==> src/sv/assert_macros.svh <==
// Assertion macros used by the top level of the rotate-half pair block.
// Define ASSERT_OFF to compile the design without any checks.
`ifndef ASSERT_MACROS_SVH
`define ASSERT_MACROS_SVH
`ifndef ASSERT_OFF
`define ASSERT_PROP(lbl, clk, rstn, prop, msg) \
  lbl: assert property (@(posedge clk) disable iff (!rstn) (prop)) else $error(msg);
`define ASSERT_IMPL(lbl, clk, rstn, ante, cons, msg) \
  lbl: assert property (@(posedge clk) disable iff (!rstn) (ante) |-> (cons)) else $error(msg);
`define ASSERT_NEXT(lbl, clk, rstn, ante, cons, msg) \
  lbl: assert property (@(posedge clk) disable iff (!rstn) (ante) |=> (cons)) else $error(msg);
`else
`define ASSERT_PROP(lbl, clk, rstn, prop, msg)
`define ASSERT_IMPL(lbl, clk, rstn, ante, cons, msg)
`define ASSERT_NEXT(lbl, clk, rstn, ante, cons, msg)
`endif
`endif

==> src/sv/rerp_pkg.sv <==
// Shared types and constants of the rotary embedding pair rotate block.
// No dependencies; imported by the lane and the top level.
`timescale 1ns / 1ps
package rerp_pkg;

  localparam int SAMPLE_WIDTH_DEF   = 16;
  localparam int TRIG_FRAC_BITS_DEF = 14;

  // Rotation direction register codes.
  localparam logic DIR_FORWARD  = 1'b0;
  localparam logic DIR_BACKWARD = 1'b1;

  // Per-lane control carried alongside the operands.
  typedef struct packed {
    logic sub;   // second product is subtracted
    logic copy;  // pass the first operand through unchanged
  } lane_ctrl_t;

endpackage

==> src/sv/rerp_lane.sv <==
// One rotation lane: a*b +/- c*d, arithmetic shift and saturation.
// Depends on rerp_pkg for the lane control struct.
`timescale 1ns / 1ps
module rerp_lane #(
  parameter int SAMPLE_WIDTH   = 16,
  parameter int TRIG_FRAC_BITS = 14
) (
  input  logic                              clk_i,
  input  logic                              en_i,
  input  logic signed [SAMPLE_WIDTH-1:0]    a_i,
  input  logic signed [TRIG_FRAC_BITS+1:0]  b_i,
  input  logic signed [SAMPLE_WIDTH-1:0]    c_i,
  input  logic signed [TRIG_FRAC_BITS+1:0]  d_i,
  input  rerp_pkg::lane_ctrl_t              ctrl_i,
  output logic signed [SAMPLE_WIDTH-1:0]    y_o,
  output logic                              hit_o
);
  import rerp_pkg::*;

  localparam int TW   = TRIG_FRAC_BITS + 2;
  localparam int PW   = SAMPLE_WIDTH + TW;
  localparam int SUMW = PW + 1;

  localparam logic signed [SUMW-1:0] YMAX =
    {{(SUMW-SAMPLE_WIDTH+1){1'b0}}, {(SAMPLE_WIDTH-1){1'b1}}};
  localparam logic signed [SUMW-1:0] YMIN =
    {{(SUMW-SAMPLE_WIDTH+1){1'b1}}, {(SAMPLE_WIDTH-1){1'b0}}};

  logic signed [PW-1:0]           prod_ab_d, prod_ab_q;
  logic signed [PW-1:0]           prod_cd_d, prod_cd_q;
  logic signed [SAMPLE_WIDTH-1:0] pass_q;
  lane_ctrl_t                     ctrl_q;
  logic signed [SUMW-1:0]         sum;
  logic signed [SUMW-1:0]         scaled;

  assign prod_ab_d = PW'(a_i) * PW'(b_i);
  assign prod_cd_d = PW'(c_i) * PW'(d_i);

  always_ff @(posedge clk_i) begin
    if (en_i) begin
      prod_ab_q <= prod_ab_d;
      prod_cd_q <= prod_cd_d;
      pass_q    <= a_i;
      ctrl_q    <= ctrl_i;
    end
  end

  // The exact sum is floored by the arithmetic shift, then clamped.
  always_comb begin
    if (ctrl_q.sub) begin
      sum = SUMW'(prod_ab_q) - SUMW'(prod_cd_q);
    end else begin
      sum = SUMW'(prod_ab_q) + SUMW'(prod_cd_q);
    end
    scaled = sum >>> TRIG_FRAC_BITS;
    hit_o  = 1'b0;
    if (ctrl_q.copy) begin
      y_o = pass_q;
    end else if (scaled > YMAX) begin
      y_o   = YMAX[SAMPLE_WIDTH-1:0];
      hit_o = 1'b1;
    end else if (scaled < YMIN) begin
      y_o   = YMIN[SAMPLE_WIDTH-1:0];
      hit_o = 1'b1;
    end else begin
      y_o = scaled[SAMPLE_WIDTH-1:0];
    end
  end

endmodule

==> src/sv/rerp_merge.sv <==
// Merging stage: joins the two lane results into one output beat.
// Holds the output register; no package dependency.
`timescale 1ns / 1ps
module rerp_merge #(
  parameter int SAMPLE_WIDTH = 16,
  parameter int OUT_W        = 32
) (
  input  logic                     clk_i,
  input  logic                     rst_ni,
  input  logic                     valid_i,
  output logic                     ready_o,
  input  logic [SAMPLE_WIDTH-1:0]  y_lo_i,
  input  logic [SAMPLE_WIDTH-1:0]  y_hi_i,
  input  logic                     hit_lo_i,
  input  logic                     hit_hi_i,
  output logic                     m_axis_tvalid,
  input  logic                     m_axis_tready,
  output logic [OUT_W-1:0]         m_axis_tdata,
  output logic [0:0]               m_axis_tuser
);

  logic             valid_q;
  logic [OUT_W-1:0] data_d, data_q;
  logic             clip_q;

  assign ready_o = !valid_q || m_axis_tready;

  always_comb begin
    data_d = '0;
    data_d[SAMPLE_WIDTH-1:0]              = y_lo_i;
    data_d[2*SAMPLE_WIDTH-1:SAMPLE_WIDTH] = y_hi_i;
  end

  always_ff @(posedge clk_i or negedge rst_ni) begin
    if (!rst_ni) begin
      valid_q <= 1'b0;
    end else if (ready_o) begin
      valid_q <= valid_i;
    end
  end

  always_ff @(posedge clk_i) begin
    if (ready_o && valid_i) begin
      data_q <= data_d;
      clip_q <= hit_lo_i | hit_hi_i;
    end
  end

  assign m_axis_tvalid   = valid_q;
  assign m_axis_tdata    = data_q;
  assign m_axis_tuser[0] = clip_q;

endmodule

==> src/sv/rotary_embedding_pair_rotate.sv <==
// Top level of the rotary embedding rotate-half pair block.
// Depends on rerp_pkg, rerp_lane, rerp_merge and assert_macros.svh.
`timescale 1ns / 1ps
// Rotates one rotate-half pair per beat: y_lo = x_lo*cos_lo -/+ x_hi*sin, y_hi = x_hi*cos_hi
// +/- x_lo*sin, floored by the Q1.TRIG_FRAC_BITS scale and saturated to SAMPLE_WIDTH bits,
// with tuser[0] of the result flagging saturation. The direction register (bit 0 of cfg_data_i)
// selects forward (0) or transposed backward (1) rotation; write it only while the block is idle.
// Input tuser[0] set copies x_lo and x_hi through unchanged. The block takes one beat per cycle
// unless the output stalls. The lane products are registered when an input beat is accepted,
// and the add, shift and saturate path then loads the output register, which offers the result
// beat. The input is held off only while both register stages are full and the output beat
// is not taken.
module rotary_embedding_pair_rotate #(
  parameter int SAMPLE_WIDTH   = rerp_pkg::SAMPLE_WIDTH_DEF,
  parameter int TRIG_FRAC_BITS = rerp_pkg::TRIG_FRAC_BITS_DEF,
  localparam int TW    = TRIG_FRAC_BITS + 2,
  localparam int IN_W  = ((2*SAMPLE_WIDTH + 4*TW + 7) / 8) * 8,
  localparam int OUT_W = ((2*SAMPLE_WIDTH + 7) / 8) * 8
) (
  input  logic              clk_i,
  input  logic              rst_ni,
  input  logic              cfg_valid_i,
  output logic              cfg_ready_o,
  input  logic              cfg_data_i,     // direction
  input  logic              s_axis_tvalid,
  output logic              s_axis_tready,
  input  logic [IN_W-1:0]   s_axis_tdata,   // x_lo, x_hi, cos_lo, cos_hi, sin_lo, sin_hi
  input  logic [0:0]        s_axis_tuser,   // copy_through
  output logic              m_axis_tvalid,
  input  logic              m_axis_tready,
  output logic [OUT_W-1:0]  m_axis_tdata,   // y_lo, y_hi
  output logic [0:0]        m_axis_tuser    // clipped
);
  import rerp_pkg::*;

  localparam int SW = SAMPLE_WIDTH;

  logic                 direction_q;
  logic                 v1_q;
  logic                 en1;
  logic                 ready2;
  logic signed [SW-1:0] x_lo, x_hi;
  logic signed [TW-1:0] cos_lo, cos_hi, sin_lo, sin_hi;
  lane_ctrl_t           ctrl_lo, ctrl_hi;
  logic signed [SW-1:0] y_lo, y_hi;
  logic                 hit_lo, hit_hi;
  logic [SW-1:0]        out_lo, out_hi;

  assign cfg_ready_o = 1'b1;

  always_ff @(posedge clk_i or negedge rst_ni) begin
    if (!rst_ni) begin
      direction_q <= DIR_FORWARD;
    end else if (cfg_valid_i && cfg_ready_o) begin
      direction_q <= cfg_data_i;
    end
  end

  assign x_lo   = s_axis_tdata[SW-1:0];
  assign x_hi   = s_axis_tdata[2*SW-1:SW];
  assign cos_lo = s_axis_tdata[2*SW+TW-1:2*SW];
  assign cos_hi = s_axis_tdata[2*SW+2*TW-1:2*SW+TW];
  assign sin_lo = s_axis_tdata[2*SW+3*TW-1:2*SW+2*TW];
  assign sin_hi = s_axis_tdata[2*SW+4*TW-1:2*SW+3*TW];

  // Forward subtracts in the low lane, backward in the high lane.
  assign ctrl_lo.sub  = (direction_q == DIR_FORWARD);
  assign ctrl_lo.copy = s_axis_tuser[0];
  assign ctrl_hi.sub  = (direction_q == DIR_BACKWARD);
  assign ctrl_hi.copy = s_axis_tuser[0];

  assign en1           = !v1_q || ready2;
  assign s_axis_tready = en1;

  always_ff @(posedge clk_i or negedge rst_ni) begin
    if (!rst_ni) begin
      v1_q <= 1'b0;
    end else if (en1) begin
      v1_q <= s_axis_tvalid;
    end
  end

  rerp_lane #(
    .SAMPLE_WIDTH   (SAMPLE_WIDTH),
    .TRIG_FRAC_BITS (TRIG_FRAC_BITS)
  ) u_lane_lo (
    .clk_i  (clk_i),
    .en_i   (en1 && s_axis_tvalid),
    .a_i    (x_lo),
    .b_i    (cos_lo),
    .c_i    (x_hi),
    .d_i    ((direction_q == DIR_BACKWARD) ? sin_hi : sin_lo),
    .ctrl_i (ctrl_lo),
    .y_o    (y_lo),
    .hit_o  (hit_lo)
  );

  rerp_lane #(
    .SAMPLE_WIDTH   (SAMPLE_WIDTH),
    .TRIG_FRAC_BITS (TRIG_FRAC_BITS)
  ) u_lane_hi (
    .clk_i  (clk_i),
    .en_i   (en1 && s_axis_tvalid),
    .a_i    (x_hi),
    .b_i    (cos_hi),
    .c_i    (x_lo),
    .d_i    ((direction_q == DIR_BACKWARD) ? sin_lo : sin_hi),
    .ctrl_i (ctrl_hi),
    .y_o    (y_hi),
    .hit_o  (hit_hi)
  );

  assign out_lo = y_lo;
  assign out_hi = y_hi;

  rerp_merge #(
    .SAMPLE_WIDTH (SAMPLE_WIDTH),
    .OUT_W        (OUT_W)
  ) u_merge (
    .clk_i         (clk_i),
    .rst_ni        (rst_ni),
    .valid_i       (v1_q),
    .ready_o       (ready2),
    .y_lo_i        (out_lo),
    .y_hi_i        (out_hi),
    .hit_lo_i      (hit_lo),
    .hit_hi_i      (hit_hi),
    .m_axis_tvalid (m_axis_tvalid),
    .m_axis_tready (m_axis_tready),
    .m_axis_tdata  (m_axis_tdata),
    .m_axis_tuser  (m_axis_tuser)
  );

`include "assert_macros.svh"

  // Input is held off only when both pipeline stages are full and the output stalls.
  `ASSERT_IMPL(a_ready_only_when_full, clk_i, rst_ni, !s_axis_tready, v1_q && m_axis_tvalid && !m_axis_tready, "input stalled without a full pipeline")
  // A lane result that cannot move on stays in the first stage.
  `ASSERT_NEXT(a_stage1_held, clk_i, rst_ni, v1_q && !ready2, v1_q, "stage one result dropped")
  // A clipped result must sit on one of the saturation limits.
  `ASSERT_IMPL(a_clip_at_limit, clk_i, rst_ni, m_axis_tvalid && m_axis_tuser[0], (m_axis_tdata[SW-1:0] == {1'b0, {(SW-1){1'b1}}}) || (m_axis_tdata[SW-1:0] == {1'b1, {(SW-1){1'b0}}}) || (m_axis_tdata[2*SW-1:SW] == {1'b0, {(SW-1){1'b1}}}) || (m_axis_tdata[2*SW-1:SW] == {1'b1, {(SW-1){1'b0}}}), "clipped flag without a limit value")

endmodule
==> config.mk <==
export PLATFORM = sky130hd
export DESIGN_NAME = rotary_embedding_pair_rotate
export DESIGN_NICKNAME = d
export VERILOG_FILES = /design/src/sv/rerp_pkg.sv /design/src/sv/rerp_lane.sv /design/src/sv/rerp_merge.sv /design/src/sv/rotary_embedding_pair_rotate.sv
export VERILOG_INCLUDE_DIRS = /design/src /design/src/sv
export SDC_FILE = /design/constraint.sdc
export NUM_CORES = 2
export LEC_CHECK = 0
export BUFFER_PORTS_ARGS = -buffer_cell sky130_fd_sc_hd__buf_2
export CAP_MARGIN = 20
export CELL_PAD_IN_SITES_DETAIL_PLACEMENT = 0
export CELL_PAD_IN_SITES_GLOBAL_PLACEMENT = 1
export CORE_ASPECT_RATIO = 1.2
export CORE_MARGIN = 5
export CORE_UTILIZATION = 45
export DETAILED_ROUTE_END_ITERATION = 16
export PLACE_DENSITY = 0.82
export SYNTH_ARGS = -nofsm -noshare
export SYNTH_HDL_FRONTEND = slang
export SYNTH_SLANG_ARGS = --single-unit
==> constraint.sdc <==
create_clock -name clk_i -period 11.5 [get_ports clk_i]
set_input_delay 0 -clock clk_i [delete_from_list [all_inputs] [get_ports clk_i]]
set_output_delay 0 -clock clk_i [all_outputs]
set_load 0.05 [all_outputs]
==> flow_metrics.env <==
export IMPL_status="completed"
export IMPL_reg2reg_from="direction_q"
export IMPL_grt_overflow=0
export IMPL_setup_viol=0
export IMPL_ys_flop_type="edfxtp_1"
export IMPL_cts_tree="yes"
export IMPL_fmax_ghz=0.127
export IMPL_slew_headroom_pct=29.9
export IMPL_async_reset_ff_share_pct=1.51
export IMPL_cts_buffer_depth=2
export IMPL_clk_pin_slew_ns=0.09
export IMPL_synth_edf_count=196
export IMPL_grt_pass1_wl_um=206000
export IMPL_finalClockSkew_ns=0.0161
export IMPL_fin_crit_ns=7.85
export IMPL_grt_use_total_pct=21.9
export IMPL_synth_seq_cells=199
export IMPL_worst_pin_slew_ns=1.05
export IMPL_synth_warnings=0
export IMPL_fin_nets=6841
export IMPL_drv_cap=0
export IMPL_tns_ns=0
export IMPL_drc=0
export IMPL_worst_hold_path_type="primary input to flop"
export IMPL_wirelength_um=126000
export IMPL_drv_slew=0
export IMPL_end_kind="flop"
export IMPL_die_h_um=377
export IMPL_initial_core_util_pct=45.3
export IMPL_crit_required_ns=11.74
export IMPL_grt_busiest_layer="met2"
export IMPL_seq_area_frac_synth_pct=11.8
export IMPL_use_met3_pct=3.53
export IMPL_die_area_mm2=0.119
export IMPL_ant_nets=0
export IMPL_antenna_found_initial=4
export IMPL_worst_path_max_delay_cell="dfrtp_2"
export IMPL_grt_start_max_net_pins=80
export IMPL_drt_iter0_drc=1798
export IMPL_avgViaCountPerCell=5.21
export IMPL_cts_setup_buffers=0
export IMPL_nFillCells=10500
export IMPL_gp_congestion=0.904
export IMPL_cts_root_buffer="clkbuf_16"
export IMPL_use_met1_pct=28.4
export IMPL_worstSetupPathType="flop to flop"
export IMPL_rsz0062_at_grt="false"
export IMPL_met2_usage_pct=37.5
export IMPL_ioPinCount=139
export IMPL_hold_viol_final=0
export IMPL_arrival_ns=8.09
export IMPL_cpMostUsedCell="fa_1"
export IMPL_cp_startpoint="direction_q"
export IMPL_most_common_layout_cells="inv_1, fa_1, nand2_1, ha_1, and2_1"
export IMPL_finalCritPeriodShare_pct=68.3
export IMPL_drive_above_1_share_pct=5.12
export IMPL_cts_resized=0
export IMPL_numPortBuffers=137
export IMPL_drt_pre_antenna_iters=5
export IMPL_critPathLaunchType="flop"
export IMPL_crit_fanout=34
export IMPL_cts_buffers=17
export IMPL_min_from="s_axis_tdata[30]"
export IMPL_cts_hold_buf=8
export IMPL_avgSynthCellArea_um2=9.50
export IMPL_final_common_cell="inv_1"
export IMPL_wl_per_cell_um=18.5
export IMPL_rows=134
export IMPL_synth_area_mm2=0.0504
export IMPL_synthToLayoutAreaGrowth_pct=5.35
export IMPL_fp_coreArea_mm2=0.111
export IMPL_synth_cell_type_count=88
export IMPL_cts_max_level=4
export IMPL_synthCells=5303
export IMPL_clk_latency_ns=0.48
export IMPL_vias=35500
export IMPL_slowest_delay_ns=0.94
export IMPL_die_x_um=315
export IMPL_hpwl_um=103000
export IMPL_cts_sinks=199
export IMPL_synth_fp_nets=6846
export IMPL_grt_pass1_vias=38600
export IMPL_crit_path_cell_trace="mux2_2, and2_1, fa_1, inv_1, fa_1, fa_1, inv_1, fa_1, fa_1, inv_1, fa_1, inv_1, ha_1, and3_1, a221o_1, a21o_1, o21ai_0, a2111oi_0, nor4b_1, o31ai_1, a21oi_1, xnor2_1"
[through the flow]
step	utilization (%)	hold slack (ns)	area, um^2	worst slack [ns]	std cells
final	47.7	0.109	53100	3.65	6810
after global routing	47.7	0.0954	53100	3.16	6807
after CTS	47.7	0.0626	53100	3.66	6807
after detailed placement	47.1	-0.124	52400	3.67	6767
after global placement	47.1	-0.123	52400	3.75	6767
after floorplan	-	-0.296	50400	3.96	5303
[cell families (layout without fill, tap and decap cells)]
family	Yosys count	in the layout	share of synthesized area [%]
AND/OR/NAND/NOR	1476	1476	14.5
multiplexers	38	38	0.812
flip-flops	199	199	11.8
buffers and inverters	1405	1413	10.6
XOR/XNOR	233	233	4.08
AO/OA/AOI/OAI	511	511	6.83
adder cells (fa/ha/maj)	1440	1440	51.4
other	1	4	0.00744
[cell usage after synthesis (16+ instances only)]
| cell | number | share of area [%] |
|---|---|---|
| and2_1 | 351 | 4.4 |
| nand2_1 | 598 | 4.5 |
| a21o_1 | 75 | 1.1 |
| xor2_1 | 41 | 0.71 |
| fa_1 | 1048 | 42 |
| ha_1 | 392 | 9.7 |
| nand3_1 | 33 | 0.33 |
| edfxtp_1 | 196 | 12 |
| nor2b_1 | 128 | 1.6 |
| o21a_1 | 24 | 0.36 |
| xnor2_1 | 190 | 3.3 |
| o21ai_0 | 83 | 0.82 |
| a21oi_1 | 162 | 1.6 |
| o21bai_1 | 17 | 0.25 |
| nand4_1 | 16 | 0.20 |
| nor3_1 | 51 | 0.51 |
| inv_1 | 1208 | 9.0 |
| nor2_1 | 166 | 1.2 |
| mux2_2 | 23 | 0.51 |
| a31oi_1 | 20 | 0.25 |
| nand2b_1 | 52 | 0.65 |
| clkbuf_1 | 186 | 1.4 |
[worst max-delay path: cells and delay by family (launching register included)]
kind,cells,cell delay [ns]
fa+ha+maj,7,3.35
xor+xnor,1,0.08
flops,1,0.94
mux,1,0.58
compound gates,6,1.42
simple gates,3,1.03
buf+inv,4,0.21
[routing by layer]
metal	up-vias	part of all wire [%]
met5	-	0.010
met4	2	3.5
met3	222	6.1
met2	934	49
met1	18200	41
li1	16100	-
[cell type report]
cell class | instances | area [um^2] | area share, %
repair buffers | 172 | 968 | 1.82
diodes | 3 | 7.51 | 0.0141
multi-input cells | 3699 | 39100 | 73.7
flip-flops and latches | 199 | 5960 | 11.2
clock inverters | 15 | 188 | 0.354
inverters | 1209 | 4540 | 8.55
well taps | 1496 | 1870 | 3.53
clock buffers | 17 | 425 | 0.802
[registers in the layout (all words and copies together) (netlist names)]
register / count
v1_q: 1
u_lane_lo.prod_ab_q: 32
u_lane_lo.pass_q: 16
u_merge.m_axis_tuser: 1
u_merge.m_axis_tvalid: 1
u_lane_hi.prod_ab_q: 32
u_lane_hi.ctrl_q: 1
u_lane_hi.prod_cd_q: 32
direction_q: 1
u_merge.m_axis_tdata: 32
u_lane_hi.pass_q: 16
u_lane_lo.prod_cd_q: 32
u_lane_lo.ctrl_q: 2
[worst paths after layout]
kind / end / slack (ns) / cells after the start
worst min-delay path: u_lane_hi.pass_q[14] / 0.11 / 2
max in group asynchronous: direction_q / 10.64 / 3
min in group asynchronous: v1_q / 0.53 / 3
worst max register to register: u_lane_lo.prod_cd_q[30] / 3.65 / 22
worst max-delay path: u_lane_lo.prod_cd_q[30] / 3.65 / 22
worst min register to register: u_merge.m_axis_tvalid / 0.50 / 1
Power is not shown: default switching activity piles up to over one toggle a cycle in this logic, so the estimate is an artifact.
